## src/hw/rtl/assert_macros.svh

```systemverilog
// Assertion helpers shared by lvuv_queue and lvuv_back.
`ifndef ASSERT_MACROS_SVH
`define ASSERT_MACROS_SVH

// Property prop must hold at every rising edge of clk unless rst is high.
`define ASSERT_CLK(label, clk, rst, prop, msg) \
   label: assert property (@(posedge clk) disable iff (rst) (prop)) else $error(msg);

// Property prop must hold at every rising edge of clk, reset included.
`define ASSERT_ALWAYS(label, clk, prop, msg) \
   label: assert property (@(posedge clk) (prop)) else $error(msg);

`endif

```

## src/hw/rtl/lvuv_pkg.sv

```systemverilog
package lvuv_pkg;

   localparam int DEF_WIDTH      = 512;
   localparam int DEF_HEIGHT     = 512;
   localparam int DEF_LAYERS     = 2;
   localparam int DEF_COUNT_BITS = 16;

   localparam int XY_BITS    = 9;
   localparam int LAYER_BITS = 4;
   localparam int RAY_BITS   = 7;
   localparam int COORD_BITS = 14;
   localparam int SUM_BITS   = 40;
   localparam int CODE_BITS  = 12;

   localparam logic [RAY_BITS-1:0] RAY_RESET = 7'd127;

   typedef enum logic {
      MODE_ACCUMULATE = 1'b0,
      MODE_RESOLVE    = 1'b1
   } mode_type;

   typedef struct packed {
      mode_type                mode;
      logic                    in_frame;
      logic                    layer_ok;
      logic [XY_BITS-1:0]      pixel_x;
      logic [XY_BITS-1:0]      pixel_y;
      logic [LAYER_BITS-1:0]   layer;
      logic [RAY_BITS-1:0]     ray_level;
      logic [COORD_BITS-1:0]   coord_u;
      logic [COORD_BITS-1:0]   coord_v;
      logic [LAYER_BITS:0]     layer_count;
   } cmd_type;

   typedef struct packed {
      logic [7:0]            code_red;
      logic [7:0]            code_green;
      logic [7:0]            code_blue;
      logic [LAYER_BITS:0]   label;
      logic                  mixed;
      logic [LAYER_BITS:0]   layer_count;
   } rsp_type;

   typedef enum logic [3:0] {
      ST_IDLE,
      ST_CLEAR,
      ST_READ,
      ST_WAIT,
      ST_ACC,
      ST_SCAN,
      ST_MAJ,
      ST_DIV_U,
      ST_DIV_V,
      ST_EMIT,
      ST_WIPE
   } state_type;

endpackage

```

## src/hw/rtl/lvuv_queue.sv

```systemverilog
module lvuv_queue
   import lvuv_pkg::*;
(
   input  logic    clock,
   input  logic    reset,
   input  logic    in_valid,
   output logic    in_ready,
   input  cmd_type in_cmd,
   output logic    out_valid,
   input  logic    out_ready,
   output cmd_type out_cmd
);

   cmd_type    slot_ff [2];
   logic [1:0] fill_ff, fill_in;
   logic       wr_ff, wr_in, rd_ff, rd_in;
   logic       push, pop;

   assign in_ready  = fill_ff != 2'd2;
   assign out_valid = fill_ff != 2'd0;
   assign out_cmd   = slot_ff[rd_ff];
   assign push = in_valid && in_ready;
   assign pop  = out_valid && out_ready;

   always_comb begin
      fill_in = fill_ff + 2'(push) - 2'(pop);
      wr_in   = wr_ff ^ push;
      rd_in   = rd_ff ^ pop;
   end

   always_ff @(posedge clock) begin
      if (reset) begin
         fill_ff <= '0;
         wr_ff   <= 1'b0;
         rd_ff   <= 1'b0;
      end else begin
         fill_ff <= fill_in;
         wr_ff   <= wr_in;
         rd_ff   <= rd_in;
      end
      if (push) slot_ff[wr_ff] <= in_cmd;
   end

   `include "assert_macros.svh"
   `ASSERT_CLK(a_fill_range, clock, reset, fill_ff != 2'd3, "queue fill out of range")
   `ASSERT_CLK(a_fill_step, clock, reset, (push && !pop) |=> fill_ff == $past(fill_ff) + 2'd1,
               "queue fill did not follow a push")

endmodule

```

## config.mk

```make
export PLATFORM = sky130hd
export DESIGN_NAME = lvuv_queue
export DESIGN_NICKNAME = d
export VERILOG_FILES = /design/src/hw/rtl/lvuv_pkg.sv /design/src/hw/rtl/lvuv_queue.sv
export VERILOG_INCLUDE_DIRS = /design/src /design/src/hw/rtl
export SDC_FILE = /design/constraint.sdc
export NUM_CORES = 1
export LEC_CHECK = 0
export BUFFER_PORTS_ARGS = -buffer_cell sky130_fd_sc_hd__buf_2
export CAP_MARGIN = 30
export CORE_AREA = 2 2 122 124
export DETAILED_ROUTE_END_ITERATION = 16
export DIE_AREA = 0 0 124 126
export GPL_TIMING_DRIVEN = 0
export PLACE_DENSITY = 0.53
export SYNTH_ARGS = -nofsm -noshare
export SYNTH_HDL_FRONTEND = slang
export SYNTH_SLANG_ARGS = --single-unit
```

## constraint.sdc

```tcl
create_clock -name clock -period 4.7 [get_ports clock]
set_input_delay 0.235 -clock clock [delete_from_list [all_inputs] [get_ports clock]]
set_output_delay 0.235 -clock clock [all_outputs]
set_load 0.03 [all_outputs]
```

Word level (Yosys, flattened, before mapping)
Memory sizes are Yosys's and may differ from the RTL's. A register that Yosys moved wholly into a read port is not among the register bits.
Index checks and enable logic that the tools add are counted.
{ "classes": {"reduce_logical": 3, "add_sub_neg": 2, "n_mux": 3, "n_eq_ne": 1, "n_bitwise": 2} }
{ "ops": {"columns": ["cell", "n"], "rows": [
  ["1-bit 2-to-1 mux", 3],
  ["2-bit by 1-bit adder with 2-bit output", 1],
  ["1-bit logical AND", 2],
  ["2-bit inequality test, second input constant", 1],
  ["2-bit nonzero test", 1],
  ["2-bit by 1-bit subtractor with 2-bit output", 1],
  ["1-bit bitwise XOR", 2]
]} }
{ "word_totals": {"elab_cells": 15, "ram_bits": 130, "memories": 1, "reg_bits": 4, "in_bits": 69} }
{ "mem_list": {"columns": ["name", "words", "width", "rd", "rd_ports_with_merged_regs", "write_ports", "line", "rtl"], "rows": [
  ["slot_ff", 2, 65, 1, 1, 1, "lvuv_queue.sv:14", "cmd_type slot_ff [2];"]
]} }

Logic depth before layout (Yosys ltp)
{ "depth": {"ltp_word": 4, "ltp_mapped": 6, "depth_no_buf": 6} }

Least setup slack after synthesis
Ideal clock, no wire load.
{ "synth_path": {"path_type": "reg-to-reg", "from": "register fill_ff[0]", "to": "memory slot_ff[0][0] in the netlist's numbering (enable)", "path_slack_ps": 1782, "arrival_time_ps": 2488, "path_buffers": 0, "stages_incl_launch_ff": 4, "required_ps": 4270, "setup_ps": 430, "synth_period_minus_slack_ps": 2918, "path_cell_list": "dfxtp_1 nand2b_1 and2_1 ha_1"} }
{ "synth_between": {"elab_chain_len": 4} }
{ "synth_rtl": {"columns": ["item", "line", "rtl"], "rows": [
  ["from (decl)", "lvuv_queue.sv:15", "logic [1:0] fill_ff, fill_in;"],
  ["from (signal assigned)", "lvuv_queue.sv:37", "fill_ff <= fill_in;"],
  ["2-bit inequality test", "lvuv_queue.sv:19", "assign in_ready = fill_ff != 2'd2;"],
  ["via in_ready", "lvuv_queue.sv:7", "output logic in_ready,"],
  ["1-bit logical AND", "lvuv_queue.sv:22", "assign push = in_valid && in_ready;"],
  ["1-bit 2-to-1 mux", "lvuv_queue.sv:41", "if (push) slot_ff[wr_ff] <= in_cmd;"],
  ["1-bit 2-to-1 mux (not written as such)", "lvuv_queue.sv:41", null],
  ["to (decl)", "lvuv_queue.sv:14", null]
]} }
The timed path passes the listed nets, and every way through them passes these cells.

Worst setup path after layout
{ "layout_path": {"from": "register fill_ff[0]", "to": "memory slot_ff[0][39] in the netlist's numbering (enable)"} }
{ "layout_between": {"elab_chain_len": 4} }
{ "layout_rtl": {"columns": ["item", "line"], "rows": [
  ["2-bit inequality test", "lvuv_queue.sv:19"],
  ["1-bit logical AND", "lvuv_queue.sv:22"],
  ["1-bit 2-to-1 mux", "lvuv_queue.sv:41"],
  ["1-bit 2-to-1 mux (not written as such)", "lvuv_queue.sv:41"]
]} }
No other way between the ends.

==> impl_metrics.csv <==
group,metric,value,unit
synth,syn_area_per_cell,21.5,sq um
floorplanning,start_util,0.345,
critical_path,required,4.79,ns
timing,slew_violations,0,
cts,cts_setup_buffers,0,
cts,cts_buffers,17,
synth,syn_inst,229,
floorplanning,die_x,124,microns
synth,ys_types,22,
global_route,grt_pass1_vias,2879,
global_route,antenna_found_initial,1,
synth,synthFlopType,"edfxtp_1",
drt,first_pass_iters,4,
synth,synthesis.area,0.00493,sq mm
synth,ys_ff_latch,134,
floorplanning,core,0.0143,sq mm
global_route,grt_max_degree,45,
drt,drt_iter0_drc,88,
synth,synth_edf_count,130,
timing,fin_ws,2.75,ns
critical_path,cp_max_fo,33,
timing,finalClockSkew,0.00696,ns
global_route,grt_pass1_wl,14300,microns
timing,slew-limit-headroom,0.652,
pwr,peakVddDrop,253,uV
cells_and_area,multi_input_area,900,sq um
synth,synth_area_leader_cell,"edfxtp_1",
global_route,grt_overflow_total,0,
placed_design,dp.cells,550,
timing,rsz0062_at_grt,"false",
timing,fin_crit,1.95,ns
synth,syn-num-nets,300,
cts,clockBufferDepth,2,
critical_path,cp-end-kind,"register",
synth,synth_top_area_share,0.791,
timing,holdWs,0.0267,ns
synth,synth_most_common_cell,"edfxtp_1",
floorplanning,rows,44,
floorplanning,dieArea,0.0156,sq mm
drt,wire_per_inst,14.8,microns
run_status,status,"finished clean",
placed_design,gp_congestion,0.707,
pwr,powerDensity,538,mW/mm^2
synth,yosysWarnings,0,
timing,finalSetupViolations,0,
global_route,track_usage,0.125,
timing,tightest_slew,0.522,ns
timing,hold_viol,0,
cts,path_clk_slew,0.05,ns
cells_and_area,layout.nets,508,
synth,async_flop_share,0,
critical_path,start_kind,"register",
cells_and_area,final_util,0.489,
floorplanning,die_h,126,microns
cells_and_area,regArea,0.00398,sq mm
placed_design,io_buffers,135,
run,cap_viol_max_count,0,
cts,cts_tree,"yes",
drt,routed_wl,9380,microns
timing,timing.final.crit_share,0.414,
critical_path,crit_type,"reg2reg",
hold_path,min_path_type,"in2reg",
pwr,p_leak,2.65,nW
cts,root_buffer,"clkbuf_16",
cts,htree_num_levels,4,
cts,clk_latency,0.41,ns
drt,via_per_inst,4.37,
timing,tns,0,ns
synth,yosysSeqAreaShare,0.808,
critical_path,arrival,2.04,ns
cells_and_area,syn_to_final_growth,41.9,%
synth,ys_top_cells_by_count,"edfxtp_1, mux2_2, nor2_1",
drt,drc,0,
placed_design,place_ws,2.73,ns
timing,fmaxAchievable,514,MHz
floorplanning,io_pins,136,
drt,drtAntennaViolNets,0,
cells_and_area,drive_gt1_frac,0.532,
synth,synthTopCellsByArea,"edfxtp_1, mux2_2, dfxtp_1",
cells_and_area,stdcell_count,634,
placed_design,dp_hpwl,5800,microns
drt,vias,2768,
cts,cts_sinks,134,
cells_and_area,fill_cells,1260,
[area by class of cell]
| cell class | count | area share |
|---|---|---|
| multi-input cells | 87 | 0.129 |
| flip-flops and latches | 134 | 0.569 |
| clock buffers | 20 | 0.0624 |
| repair buffers | 189 | 0.178 |
| inverters | 1 | 0.000536 |
| diodes | 1 | 0.000358 |
| plain buffers | 7 | 0.00894 |
| well taps | 184 | 0.0329 |
| clock inverters | 11 | 0.0191 |
[sequential cells by signal, indices dropped and copies added (netlist names)]
name	flops
fill_ff	2
rd_ff	1
slot_ff	130
wr_ff	1
[path summary, 6_finish.rpt]
check / startpoint / end / slack [ns] / depth (start not counted)
worst min register to register: wr_ff / wr_ff / 0.59 / 3
worst max-delay path: fill_ff[0] / slot_ff[0][39] / 2.75 / 4
worst min-delay path: in_cmd[21] / slot_ff[1][21] / 0.03 / 1
worst max register to register: fill_ff[0] / slot_ff[0][39] / 2.75 / 4
[metal layers]
layer  GRT usage  share of wire  up-vias
li1            -              -     1324
met1       0.140           0.41     1339
met2       0.205           0.49       96
met3      0.0602          0.082        9
met4      0.0496          0.011        0
met5           0              0        -
[placed cells by master (no fill, tap or decap), types with 2 or more instances in the layout]
master,instances
mux2_2,65
clkbuf_16,17
clkinv_2,5
buf_2,137
nor2b_1,2
nor2_1,5
o21ai_0,2
clkbuf_1,3
clkinvlp_4,2
dfxtp_1,4
buf_6,4
edfxtp_1,130
bufinv_16,3
dlygate4sd3_1,52
[where the power goes]
group | internal [W] | total, W | switching, W
clock network | 0.000823 | 0.00128 | 0.000457
logic | 0.000369 | 0.000967 | 0.000598
registers | 0.00148 | 0.00152 | 0.0000368
[repair_timing]
action / CTS / global route
endpoints found under the hold margin: 84 / 15
hold buffers: 44 / 8
gates resized for setup: 0 / 0
[kinds of logic (layout without fill, tap and decap cells)]
| kind of cell | Yosys count | in the layout | share of synthesized area |
|---|---|---|---|
| compound gates | 5 | 5 | 0.00736 |
| xor+xnor | 1 | 1 | 0.00178 |
| fa+ha+maj | 2 | 2 | 0.00507 |
| buf+inv | 8 | 228 | 0.0134 |
| flops | 134 | 134 | 0.808 |
| mux | 66 | 66 | 0.151 |
| other cells | 0 | 1 | 0 |
| simple gates | 13 | 13 | 0.0140 |
[metrics by stage]
step | cell area (sq um) | power [W]
final | 7000 | 0.00376
after global placement | 5840 | 0.00248
after detailed placement | 5900 | 0.00249
after global routing | 7000 | 0.00394
after floorplan | 4930 | 0.00222
after CTS | 6910 | 0.00382
[critical path, stage by stage (launching register included)]
cell and delay [ns]:
dfxtp_1 0.46, nand2b_1 0.19, and2_1 0.18, ha_4 0.49, buf_12 0.29
(Power assumes the default switching activity.)
