## src/hw/rtl/assert_macros.svh

```systemverilog
// Assertion helpers shared by lvuv_queue and lvuv_back.
`ifndef ASSERT_MACROS_SVH
`define ASSERT_MACROS_SVH

// Property prop must hold at every rising edge of clk unless rst is high.
`define ASSERT_CLK(label, clk, rst, prop, msg) \
   label: assert property (@(posedge clk) disable iff (rst) (prop)) else $error(msg);

// Property prop must hold at every rising edge of clk, reset included.
`define ASSERT_ALWAYS(label, clk, prop, msg) \
   label: assert property (@(posedge clk) (prop)) else $error(msg);

`endif

```

## src/hw/rtl/lvuv_pkg.sv

```systemverilog
package lvuv_pkg;

   localparam int DEF_WIDTH      = 512;
   localparam int DEF_HEIGHT     = 512;
   localparam int DEF_LAYERS     = 2;
   localparam int DEF_COUNT_BITS = 16;

   localparam int XY_BITS    = 9;
   localparam int LAYER_BITS = 4;
   localparam int RAY_BITS   = 7;
   localparam int COORD_BITS = 14;
   localparam int SUM_BITS   = 40;
   localparam int CODE_BITS  = 12;

   localparam logic [RAY_BITS-1:0] RAY_RESET = 7'd127;

   typedef enum logic {
      MODE_ACCUMULATE = 1'b0,
      MODE_RESOLVE    = 1'b1
   } mode_type;

   typedef struct packed {
      mode_type                mode;
      logic                    in_frame;
      logic                    layer_ok;
      logic [XY_BITS-1:0]      pixel_x;
      logic [XY_BITS-1:0]      pixel_y;
      logic [LAYER_BITS-1:0]   layer;
      logic [RAY_BITS-1:0]     ray_level;
      logic [COORD_BITS-1:0]   coord_u;
      logic [COORD_BITS-1:0]   coord_v;
      logic [LAYER_BITS:0]     layer_count;
   } cmd_type;

   typedef struct packed {
      logic [7:0]            code_red;
      logic [7:0]            code_green;
      logic [7:0]            code_blue;
      logic [LAYER_BITS:0]   label;
      logic                  mixed;
      logic [LAYER_BITS:0]   layer_count;
   } rsp_type;

   typedef enum logic [3:0] {
      ST_IDLE,
      ST_CLEAR,
      ST_READ,
      ST_WAIT,
      ST_ACC,
      ST_SCAN,
      ST_MAJ,
      ST_DIV_U,
      ST_DIV_V,
      ST_EMIT,
      ST_WIPE
   } state_type;

endpackage

```

## src/hw/rtl/lvuv_front.sv

```systemverilog
module lvuv_front
   import lvuv_pkg::*;
#(
   parameter int WIDTH  = DEF_WIDTH,
   parameter int HEIGHT = DEF_HEIGHT,
   parameter int LAYERS = DEF_LAYERS
) (
   input  logic                  clock,
   input  logic                  reset,
   input  logic                  csr_valid,
   output logic                  csr_ready,
   input  logic                  csr_data,
   input  logic                  in_valid,
   output logic                  in_ready,
   input  logic [63:0]           in_data,
   input  logic                  in_mode,
   output logic                  out_valid,
   input  logic                  out_ready,
   output cmd_type               out_cmd
);

   logic                  enable_ff;
   logic [LAYER_BITS-1:0] highest_ff, highest_in;
   cmd_type               cmd_ff, cmd_in;
   logic                  valid_ff, valid_in;
   logic [XY_BITS-1:0]    px, py;
   logic [LAYER_BITS-1:0] lay;
   logic                  take, keep;

   assign csr_ready = 1'b1;
   assign px  = in_data[XY_BITS-1:0];
   assign py  = in_data[2*XY_BITS-1:XY_BITS];
   assign lay = in_data[2*XY_BITS+LAYER_BITS-1:2*XY_BITS];
   assign in_ready = !valid_ff || out_ready;
   assign take = in_valid && in_ready;
   assign keep = (in_mode == MODE_RESOLVE) || enable_ff;

   always_comb begin
      highest_in = highest_ff;
      if (take && in_mode == MODE_ACCUMULATE && enable_ff && lay > highest_ff) begin
         highest_in = lay;
      end
      cmd_in.mode        = mode_type'(in_mode);
      cmd_in.pixel_x     = px;
      cmd_in.pixel_y     = py;
      cmd_in.layer       = lay;
      cmd_in.ray_level   = in_data[2*XY_BITS+LAYER_BITS+RAY_BITS-1:2*XY_BITS+LAYER_BITS];
      cmd_in.coord_u     = in_data[2*XY_BITS+LAYER_BITS+RAY_BITS+COORD_BITS-1:
                                   2*XY_BITS+LAYER_BITS+RAY_BITS];
      cmd_in.coord_v     = in_data[2*XY_BITS+LAYER_BITS+RAY_BITS+2*COORD_BITS-1:
                                   2*XY_BITS+LAYER_BITS+RAY_BITS+COORD_BITS];
      cmd_in.in_frame    = (32'(px) < 32'(WIDTH)) && (32'(py) < 32'(HEIGHT));
      cmd_in.layer_ok    = 32'(lay) < 32'(LAYERS);
      cmd_in.layer_count = {1'b0, highest_in} + 5'd1;
      valid_in = valid_ff;
      if (out_ready) valid_in = 1'b0;
      if (take && keep) valid_in = 1'b1;
   end

   always_ff @(posedge clock) begin
      if (reset) begin
         enable_ff  <= 1'b0;
         highest_ff <= '0;
         valid_ff   <= 1'b0;
      end else begin
         if (csr_valid) enable_ff <= csr_data;
         highest_ff <= highest_in;
         valid_ff   <= valid_in;
      end
      if (take && keep) cmd_ff <= cmd_in;
   end

   assign out_valid = valid_ff;
   assign out_cmd   = cmd_ff;

endmodule

```

## config.mk

```make
export PLATFORM = sky130hd
export DESIGN_NAME = lvuv_front
export DESIGN_NICKNAME = d
export VERILOG_FILES = /design/src/hw/rtl/assert_macros.svh /design/src/hw/rtl/lvuv_pkg.sv /design/src/hw/rtl/lvuv_front.sv
export SDC_FILE = /design/constraint.sdc
export NUM_CORES = 1
export LEC_CHECK = 0
export BUFFER_PORTS_ARGS = -buffer_cell sky130_fd_sc_hd__buf_4
export CORE_UTILIZATION = 43
export DETAILED_ROUTE_END_ITERATION = 10
export PLACE_DENSITY = 0.79
export SETUP_SLACK_MARGIN = 0.2
export SLEW_MARGIN = 10
export SYNTH_ARGS = -nofsm -noshare
export SYNTH_HDL_FRONTEND = slang
export SYNTH_SLANG_ARGS = --single-unit
```

## constraint.sdc

```tcl
create_clock -name clock -period 3.2 [get_ports clock]
set_input_delay 0.64 -clock clock [delete_from_list [all_inputs] [get_ports clock]]
set_output_delay 0.64 -clock clock [all_outputs]
set_load 0.02 [all_outputs]
```

After elaboration in Yosys (flattened, before gate mapping):

Cells that the tools add are included.

* register bits after elaboration: 70
* logic and storage cells: 28
* input port bits: 71
* output and inout port bits: 68

* $lt $le $gt $ge: 2
* add/subtract/negate cells: 1
* bitwise logic cells: 1
* reduce and logical (&&, ||, !) cells: 9
* muxes and demuxes: 3

Operators with widths (number)
* $add A4 B1 Y5 const B: 1
* $logic_and A1 B1 Y1: 5
* $gt A4 B4 Y1: 1
* $lt A4 B2 Y1 const B: 1
* $mux W4: 1
* $logic_or A1 B1 Y1: 2
* $mux W1: 2
* $reduce_bool A2 Y1: 1
* $logic_not A1 Y1: 1
* $not A1 Y1: 1

Longest topological paths before layout:

Gate-level depths: netlist (run 1).

* word-level depth: 8
* gate-level depth with buffers: 9
* mapped depth without buffers: 9

Worst setup path after synthesis (run 1):

Ideal clock, no wire load.

* path kind: input to register
* start: input port out_ready
* end: register cmd_ff, in the netlist out_cmd[0] (enable)
* buffers on the path: 0
* arrival: 2329 ps
* stages: 3
* library setup time: 418 ps
* data required time: 2782 ps
* setup slack: 453 ps
* path through: nand2b_1 o211ai_1 inv_1

* word-level cells in the longest chain between the ends: 3

RTL lines
* start: declaration: line lvuv_front.sv:18 `input logic out_ready,`
* $logic_or A1 B1 Y1: line lvuv_front.sv:34 `assign in_ready = !valid_ff || out_ready;`
* $logic_and A1 B1 Y1: line lvuv_front.sv:35 `assign take = in_valid && in_ready;`
* $logic_and A1 B1 Y1: line lvuv_front.sv:70 `if (take && keep) cmd_ff <= cmd_in;`
* end signal: assignment: line lvuv_front.sv:70
* end: declaration: line lvuv_front.sv:24 `cmd_type cmd_ff, cmd_in;`

No other way between the ends.
A chain may end at the register's enable or synchronous reset.

==> results of run 1 <==
-- worst min path at each step --
stage	cells after the start	end	start
global route	1	out_cmd[55]	in_data[2]
global placement	2	highest_ff[3]	highest_ff[3]
detailed placement	2	highest_ff[3]	highest_ff[3]
CTS	1	out_cmd[44]	in_data[9]
floorplan	2	highest_ff[3]	highest_ff[3]
finish	1	out_cmd[46]	in_data[11]
-- where the power goes --
group	total [uW]	internal, uW	switching, uW
Sequential	1070	1050	13.4
Combinational	233	112	121
Clock	662	358	304
-- metal layers --
layer / vias to the layer above / GRT usage / share of wire
li1: 713 / - / -
met1: 753 / 0.2172 / 0.37
met2: 84 / 0.3477 / 0.53
met3: 6 / 0.06707 / 0.088
met4: 0 / 0.06923 / 0.013
met5: - / 0 / 0
-- registers in the layout, indices dropped and copies added, names as in the netlist --
register / flops
enable_ff: 1
highest_ff: 4
out_cmd: 64
out_valid: 1
-- critical path: stages --
cell and delay, ps:
sky130_fd_sc_hd__buf_4 130, sky130_fd_sc_hd__ha_1 280, sky130_fd_sc_hd__nor2b_2 150, sky130_fd_sc_hd__o211ai_2 110
sky130_fd_sc_hd__a2111oi_4 440, sky130_fd_sc_hd__mux2i_1 350, sky130_fd_sc_hd__inv_1 80, sky130_fd_sc_hd__ha_1 220
sky130_fd_sc_hd__a21boi_0 130
-- synth_stat cells (2+ instances only) --
cell / n
sky130_fd_sc_hd__a21oi_1: 2
sky130_fd_sc_hd__buf_4: 2
sky130_fd_sc_hd__dfxtp_1: 6
sky130_fd_sc_hd__edfxtp_1: 64
sky130_fd_sc_hd__ha_1: 5
sky130_fd_sc_hd__inv_1: 7
sky130_fd_sc_hd__mux2i_1: 4
sky130_fd_sc_hd__nand3_1: 4
sky130_fd_sc_hd__nor2_1: 4
sky130_fd_sc_hd__xnor2_1: 3
-- cell usage in the layout, fill, tap and decap left out --
cell type                    instances
sky130_fd_sc_hd__buf_4             131
sky130_fd_sc_hd__a21oi_1             2
sky130_fd_sc_hd__mux2_4              1
sky130_fd_sc_hd__clkbuf_1            3
sky130_fd_sc_hd__nand2b_1            1
sky130_fd_sc_hd__bufinv_16           1
sky130_fd_sc_hd__or3_2               1
sky130_fd_sc_hd__o211ai_1            1
sky130_fd_sc_hd__nand3_1             4
sky130_fd_sc_hd__dfxtp_1             6
sky130_fd_sc_hd__xnor2_1             3
sky130_fd_sc_hd__and2b_1             1
sky130_fd_sc_hd__mux2i_1             4
sky130_fd_sc_hd__a21boi_0            1
sky130_fd_sc_hd__buf_12              1
sky130_fd_sc_hd__nor3_1              1
sky130_fd_sc_hd__clkinvlp_4          1
sky130_fd_sc_hd__inv_1               6
sky130_fd_sc_hd__ha_1                5
sky130_fd_sc_hd__conb_1              2
sky130_fd_sc_hd__a2111oi_4           1
sky130_fd_sc_hd__clkbuf_8            9
sky130_fd_sc_hd__nand4_1             1
sky130_fd_sc_hd__nor2b_2             1
sky130_fd_sc_hd__nor2_1              4
sky130_fd_sc_hd__edfxtp_1           64
sky130_fd_sc_hd__o21ai_0             1
sky130_fd_sc_hd__inv_2               1
sky130_fd_sc_hd__nand2_1             1
sky130_fd_sc_hd__clkinv_2            2
sky130_fd_sc_hd__o211ai_2            1
-- layout make-up --
type                       count  share of cell area
tap                           70             0.02404
clock inverter                 4             0.01305
clock buffer                  12             0.03709
timing repair buffer         132              0.2754
inverter                       7            0.007212
sequential                    70              0.5604
multi-input combinational     37             0.08276
-- stage by stage --
step	util	setup slack, ps	hold slack, ps	area (sq um)
after CTS	0.7000	740.7	469.3	3643
after detailed placement	0.6649	370.7	507.0	3461
after global routing	0.7000	601.8	464.9	3643
after global placement	0.6649	468.4	476.8	3461
after floorplan	-	453.4	460.4	2385
final	0.7000	734.0	484.1	3643
-- cells by family after synthesis --
kind of cell               Yosys count  synth area share
adders and majority gates            5           0.02627
other                                1          0.001575
and+or+nand+nor                     15           0.03363
DFF                                 70            0.8576
buffers and inverters                9           0.01734
muxes                                5           0.02312
AOI/OAI and AO/OA                    7           0.02943
xor gates and xnor gates             3           0.01104
==> flow_summary.ini, run 1 <==
[outcome]
run_status = finished, final reports clean

[yosys]
yosys_register_bits = 70
synthesized_instance_count = 115
yosysTopAreaCell = sky130_fd_sc_hd__edfxtp_1
ys_seq_area_frac = 0.8576
synthesized_cell_area_sq_mm = 0.002381
share_of_synthesized_registers_carrying_an_async_set_or_reset = 0
synth.top_cells.by_area = sky130_fd_sc_hd__edfxtp_1, sky130_fd_sc_hd__dfxtp_1, sky130_fd_sc_hd__ha_1
synthesis.yosys.warnings = 0
post_synth.cell_area_avg_sq_um = 20.70
synthDistinctLibCells = 24
synth_edf_count = 64
yosys_most_used_dff = sky130_fd_sc_hd__edfxtp_1
synth_top_area_frac = 0.8071

[sta]
timing.final.setup_violations = 0
finalWorstPathRequiredPeriod_ps = 2466
setup_tns_ps = 0
timing_max_transition_violations_final = 0
hold_viol_final = 0
finalClockSkew_ps = 6.365
tightestPinTransition_ps = 658.5
grt_setup_unrepaired = no
slew_headroom = 0.5604
max_freq_mhz = 405.5
post-route-period-util = 0.7706

[setup_path]
worst_r2r_path_depth = 9
timing.critical_path.arrival_ps = 2540
regToRegEndpoint = out_cmd[4]
setup_crit_start_kind = primary input
crit_fanout = 5
timing.critical_path.required_ps = 3280
cp-end-kind = register
timing.rr.start = highest_ff[1]
worst_setup_path_endpoint = out_cmd[4]
timing.reg2reg.setup_slack_ps = 760
crit_path_kind = primary input to register
critPathLaunch = in_data[19]

[clock_network]
h-tree-depth = 3
ctsLongestPathBuffers = 2
cts_post_setup_buffers_inserted = 0
cts_made_buffers = 9
tritoncts = yes
clk_root_buffer_cell = sky130_fd_sc_hd__clkbuf_8
numClockSinks = 70
cts_resized = 0
clock_insertion_delay_at_the_later_pin_of_the_skew_report_ps = 330
holdBufCountCts = 0
clk_pin_slew_worst_paths_ps = 70

[routing]
drtAntennaViolNets = 0
finalWirelength_microns = 5372
first_pass_iters = 4
first_iter_violations = 83
wl_per_cell_microns = 16.18
route.detailed.vias_per_inst = 4.687
detailroute.via_count = 1556
number_of_remaining_drc_errors = 0

[global_route]
grt_overflow_total = 0
antenna_found_initial = 0
vias_in_the_first_global_route = 1602
global_route_wire_length_before_repair_microns = 8473
track_usage = 0.1959
grt_max_degree = 32

[final_layout]
multiInputGateArea_sq_um = 301.5
num-nets-final = 333
layoutNonFillerInstCount = 332
final-seq-area_sq_mm = 0.002042
synthToLayoutAreaGrowth_pct = 53.02
antennaDiodeCount = 0
fill_cells = 394
layout-drive-gt1-share = 0.5763

[place]
hpwlAfterDp_microns = 4096
place.port_buffers = 129
place_inst = 316
gp_congestion = 0.7736

[floorplanning]
initial_core_util = 0.4575
core.rowCount = 26
pin_count = 139
dieArea_sq_mm = 0.005838
core_region_area_sq_mm = 0.005205
chipWidth_microns = 76.41
die_h_microns = 76.41

[min_path]
holdCritPathClass = primary input to register

[power]
design_power_total_uw = 1962
peakVddDrop_mv = 0.3203
p_leak_uw = 0.001513
power.density_mw_per_mm2 = 538.4

[run]
max_cap_viol_count = 0
(Power assumes the default switching activity.)
==> inputs of run 2 (changes only) <==
==> constraint.sdc (replaced) <==
create_clock -name clock -period 2.6 [get_ports clock]
set_input_delay 0.52 -clock clock [delete_from_list [all_inputs] [get_ports clock]]
set_output_delay 0.52 -clock clock [all_outputs]
set_load 0.02 [all_outputs]
==> run 2 against run 1 <==
Net effect:
- non-clock buffer count is 3 higher
- wire length is 0.99% lower
- utilization is 0.63 points higher
- clock power is 22% higher
- via count is 0.26% higher
- critical endpoint is now out_cmd[2]
- largest cell class unchanged
==> flow_summary.ini, run 2 (same netlist as run 1, synthesis figures left out) <==
[outcome]
run_status = finished, final reports clean

[power]
power_report.internal_total_uw = 1870
power_frac_comb = 0.120
peakVddDrop_mv = 0.3127
power.clock.fraction = 0.335
switching_power_uw = 537.3
power.density_mw_per_mm2 = 655.0
fraction_of_power_spent_switching_nets = 0.2232
p_leak_uw = 0.001518
power_share_of_the_sequential_group = 0.545

[floorplanning]
core.rowCount = 26
pin_count = 139
die_h_microns = 76.41
dieArea_sq_mm = 0.005838
initial_core_util = 0.4575
core_region_area_sq_mm = 0.005205
chipWidth_microns = 76.41

[setup_path]
worstPathCellList = inv_1 > ha_4 > nor2b_4 > o211ai_2 > a2111oi_4 > mux2i_1 > inv_1 > ha_2 > xnor2_1
setup_crit_start_kind = register
critPathLaunch = highest_ff[1]
timing.rr.start = highest_ff[1]
crit_fanout = 3
crit_path_kind = register to register
cp-end-kind = register
timing.critical_path.arrival_ps = 2390
crit_path_frequent_cell = sky130_fd_sc_hd__inv_1
timing.critical_path.required_ps = 2680
cp_slowest_stage_delay_ps = 430
critical_path.slowest_cell = sky130_fd_sc_hd__a2111oi_4

[final_layout]
layout-drive-gt1-share = 0.5849
layoutNonFillerInstCount = 335
multiInputGateArea_sq_um = 321.6
largest_register_ff_count = 64
fill_cells = 367
num-nets-final = 336
synthToLayoutAreaGrowth_pct = 54.39
antennaDiodeCount = 0
final_common_cell = sky130_fd_sc_hd__buf_4
layout_common_cells = sky130_fd_sc_hd__buf_4, sky130_fd_sc_hd__edfxtp_1, sky130_fd_sc_hd__clkbuf_8, sky130_fd_sc_hd__inv_1, sky130_fd_sc_hd__dfxtp_1
finalCoreUtilization = 0.7063
final-seq-area_sq_mm = 0.002042

[global_route]
track_usage = 0.1915
grt_overflow_total = 0
vias_in_the_first_global_route = 1491
grt_max_degree = 40
antenna_found_initial = 0
global_route_wire_length_before_repair_microns = 8024

[min_path]
holdCritPathClass = primary input to register
timing.hold.worst.start = in_data[25]

[routing]
first_pass_iters = 4
wirelength_met1_microns = 2160
detailroute.via_count = 1560
drtAntennaViolNets = 0
topRoutingLayerUsed = met4
route.detailed.vias_per_inst = 4.657
met2_wirelength_microns = 2710
finalWirelength_microns = 5319
wl_per_cell_microns = 15.88
first_iter_violations = 55
number_of_remaining_drc_errors = 0
met3_routed_length_microns = 396

[clock_network]
numClockSinks = 70
cts_made_buffers = 9
holdBufCountCts = 0
clock_insertion_delay_at_the_later_pin_of_the_skew_report_ps = 330
tritoncts = yes
clk_root_buffer_cell = sky130_fd_sc_hd__clkbuf_8
clk_pin_slew_worst_paths_ps = 70
ctsLongestPathBuffers = 2
h-tree-depth = 3

[sta]
timing_max_transition_violations_final = 0
post-route-period-util = 0.8881
timing.final.setup_violations = 0
max_freq_mhz = 433.1
finalClockSkew_ps = 5.654
hold_viol_final = 0
grt_setup_unrepaired = no
finalWorstPathRequiredPeriod_ps = 2309
setup_tns_ps = 0

[place]
place.port_buffers = 129
place_inst = 318
gp_congestion = 0.7783
hpwlAfterDp_microns = 3933

[run]
max_cap_viol_count = 0
-- run 2: what timing repair did --
| action | CTS | global route |
|---|---|---|
| setup buffers | 0 | 1 |
| endpoints found under the hold margin | 0 | 0 |
| setup endpoints to repair | 0 | 3 |
| resized for setup | 0 | 0 |
-- run 2: power by group through the flow --
stage          Sequential [uW]  Clock [uW]  Combinational (uW)
2_1_floorplan             1410           0                48.7
3_3_place_gp              1330           0                 283
3_5_place_dp              1340           0                 290
4_1_cts                   1310         830                 290
5_1_grt                   1320         876                 304
6_report                  1310         807                 288
-- run 2: critical path, delay by kind of cell, from the launching register on --
family | cells | cell delay (ps)
flip-flops | 1 | 370
AND/OR/NAND/NOR | 1 | 130
XOR/XNOR | 1 | 120
buffers and inverters | 2 | 150
adder cells (fa/ha/maj) | 2 | 450
multiplexers | 1 | 300
AO/OA/AOI/OAI | 2 | 550
-- run 2: final timing paths --
check                       end  slack, ps  cells after the start
setup / recovery     out_cmd[2]        290                      9
hold / removal      out_cmd[36]        360                      1
setup reg to reg     out_cmd[2]        290                      9
hold reg to reg   highest_ff[3]        500                      2
-- run 2: cell type report --
| cell class | instances | area share |
|---|---|---|
| multi-input combinational | 37 | 0.08747 |
| clock inverter | 5 | 0.01361 |
| clock buffer | 11 | 0.03574 |
| tap | 70 | 0.02383 |
| timing repair buffer | 135 | 0.2757 |
| sequential | 70 | 0.5555 |
| inverter | 7 | 0.008169 |
-- run 2: stage by stage --
stage          hold WS, ps  area (sq um)  setup slack, ps  total power (uW)
2_1_floorplan        460.4          2409            136.1              1454
3_3_place_gp         476.8          3487            89.30              1618
3_5_place_dp         486.9          3487            26.18              1627
4_1_cts              341.2          3669            237.3              2434
5_1_grt              328.3          3676            166.4              2498
6_report             360.7          3676            291.0              2408
-- run 2: metal layers --
layer	GRT usage	vias to the layer above
li1	-	721
met1	0.2396	743
met2	0.3072	88
met3	0.06467	8
met4	0.07500	0
met5	0	-
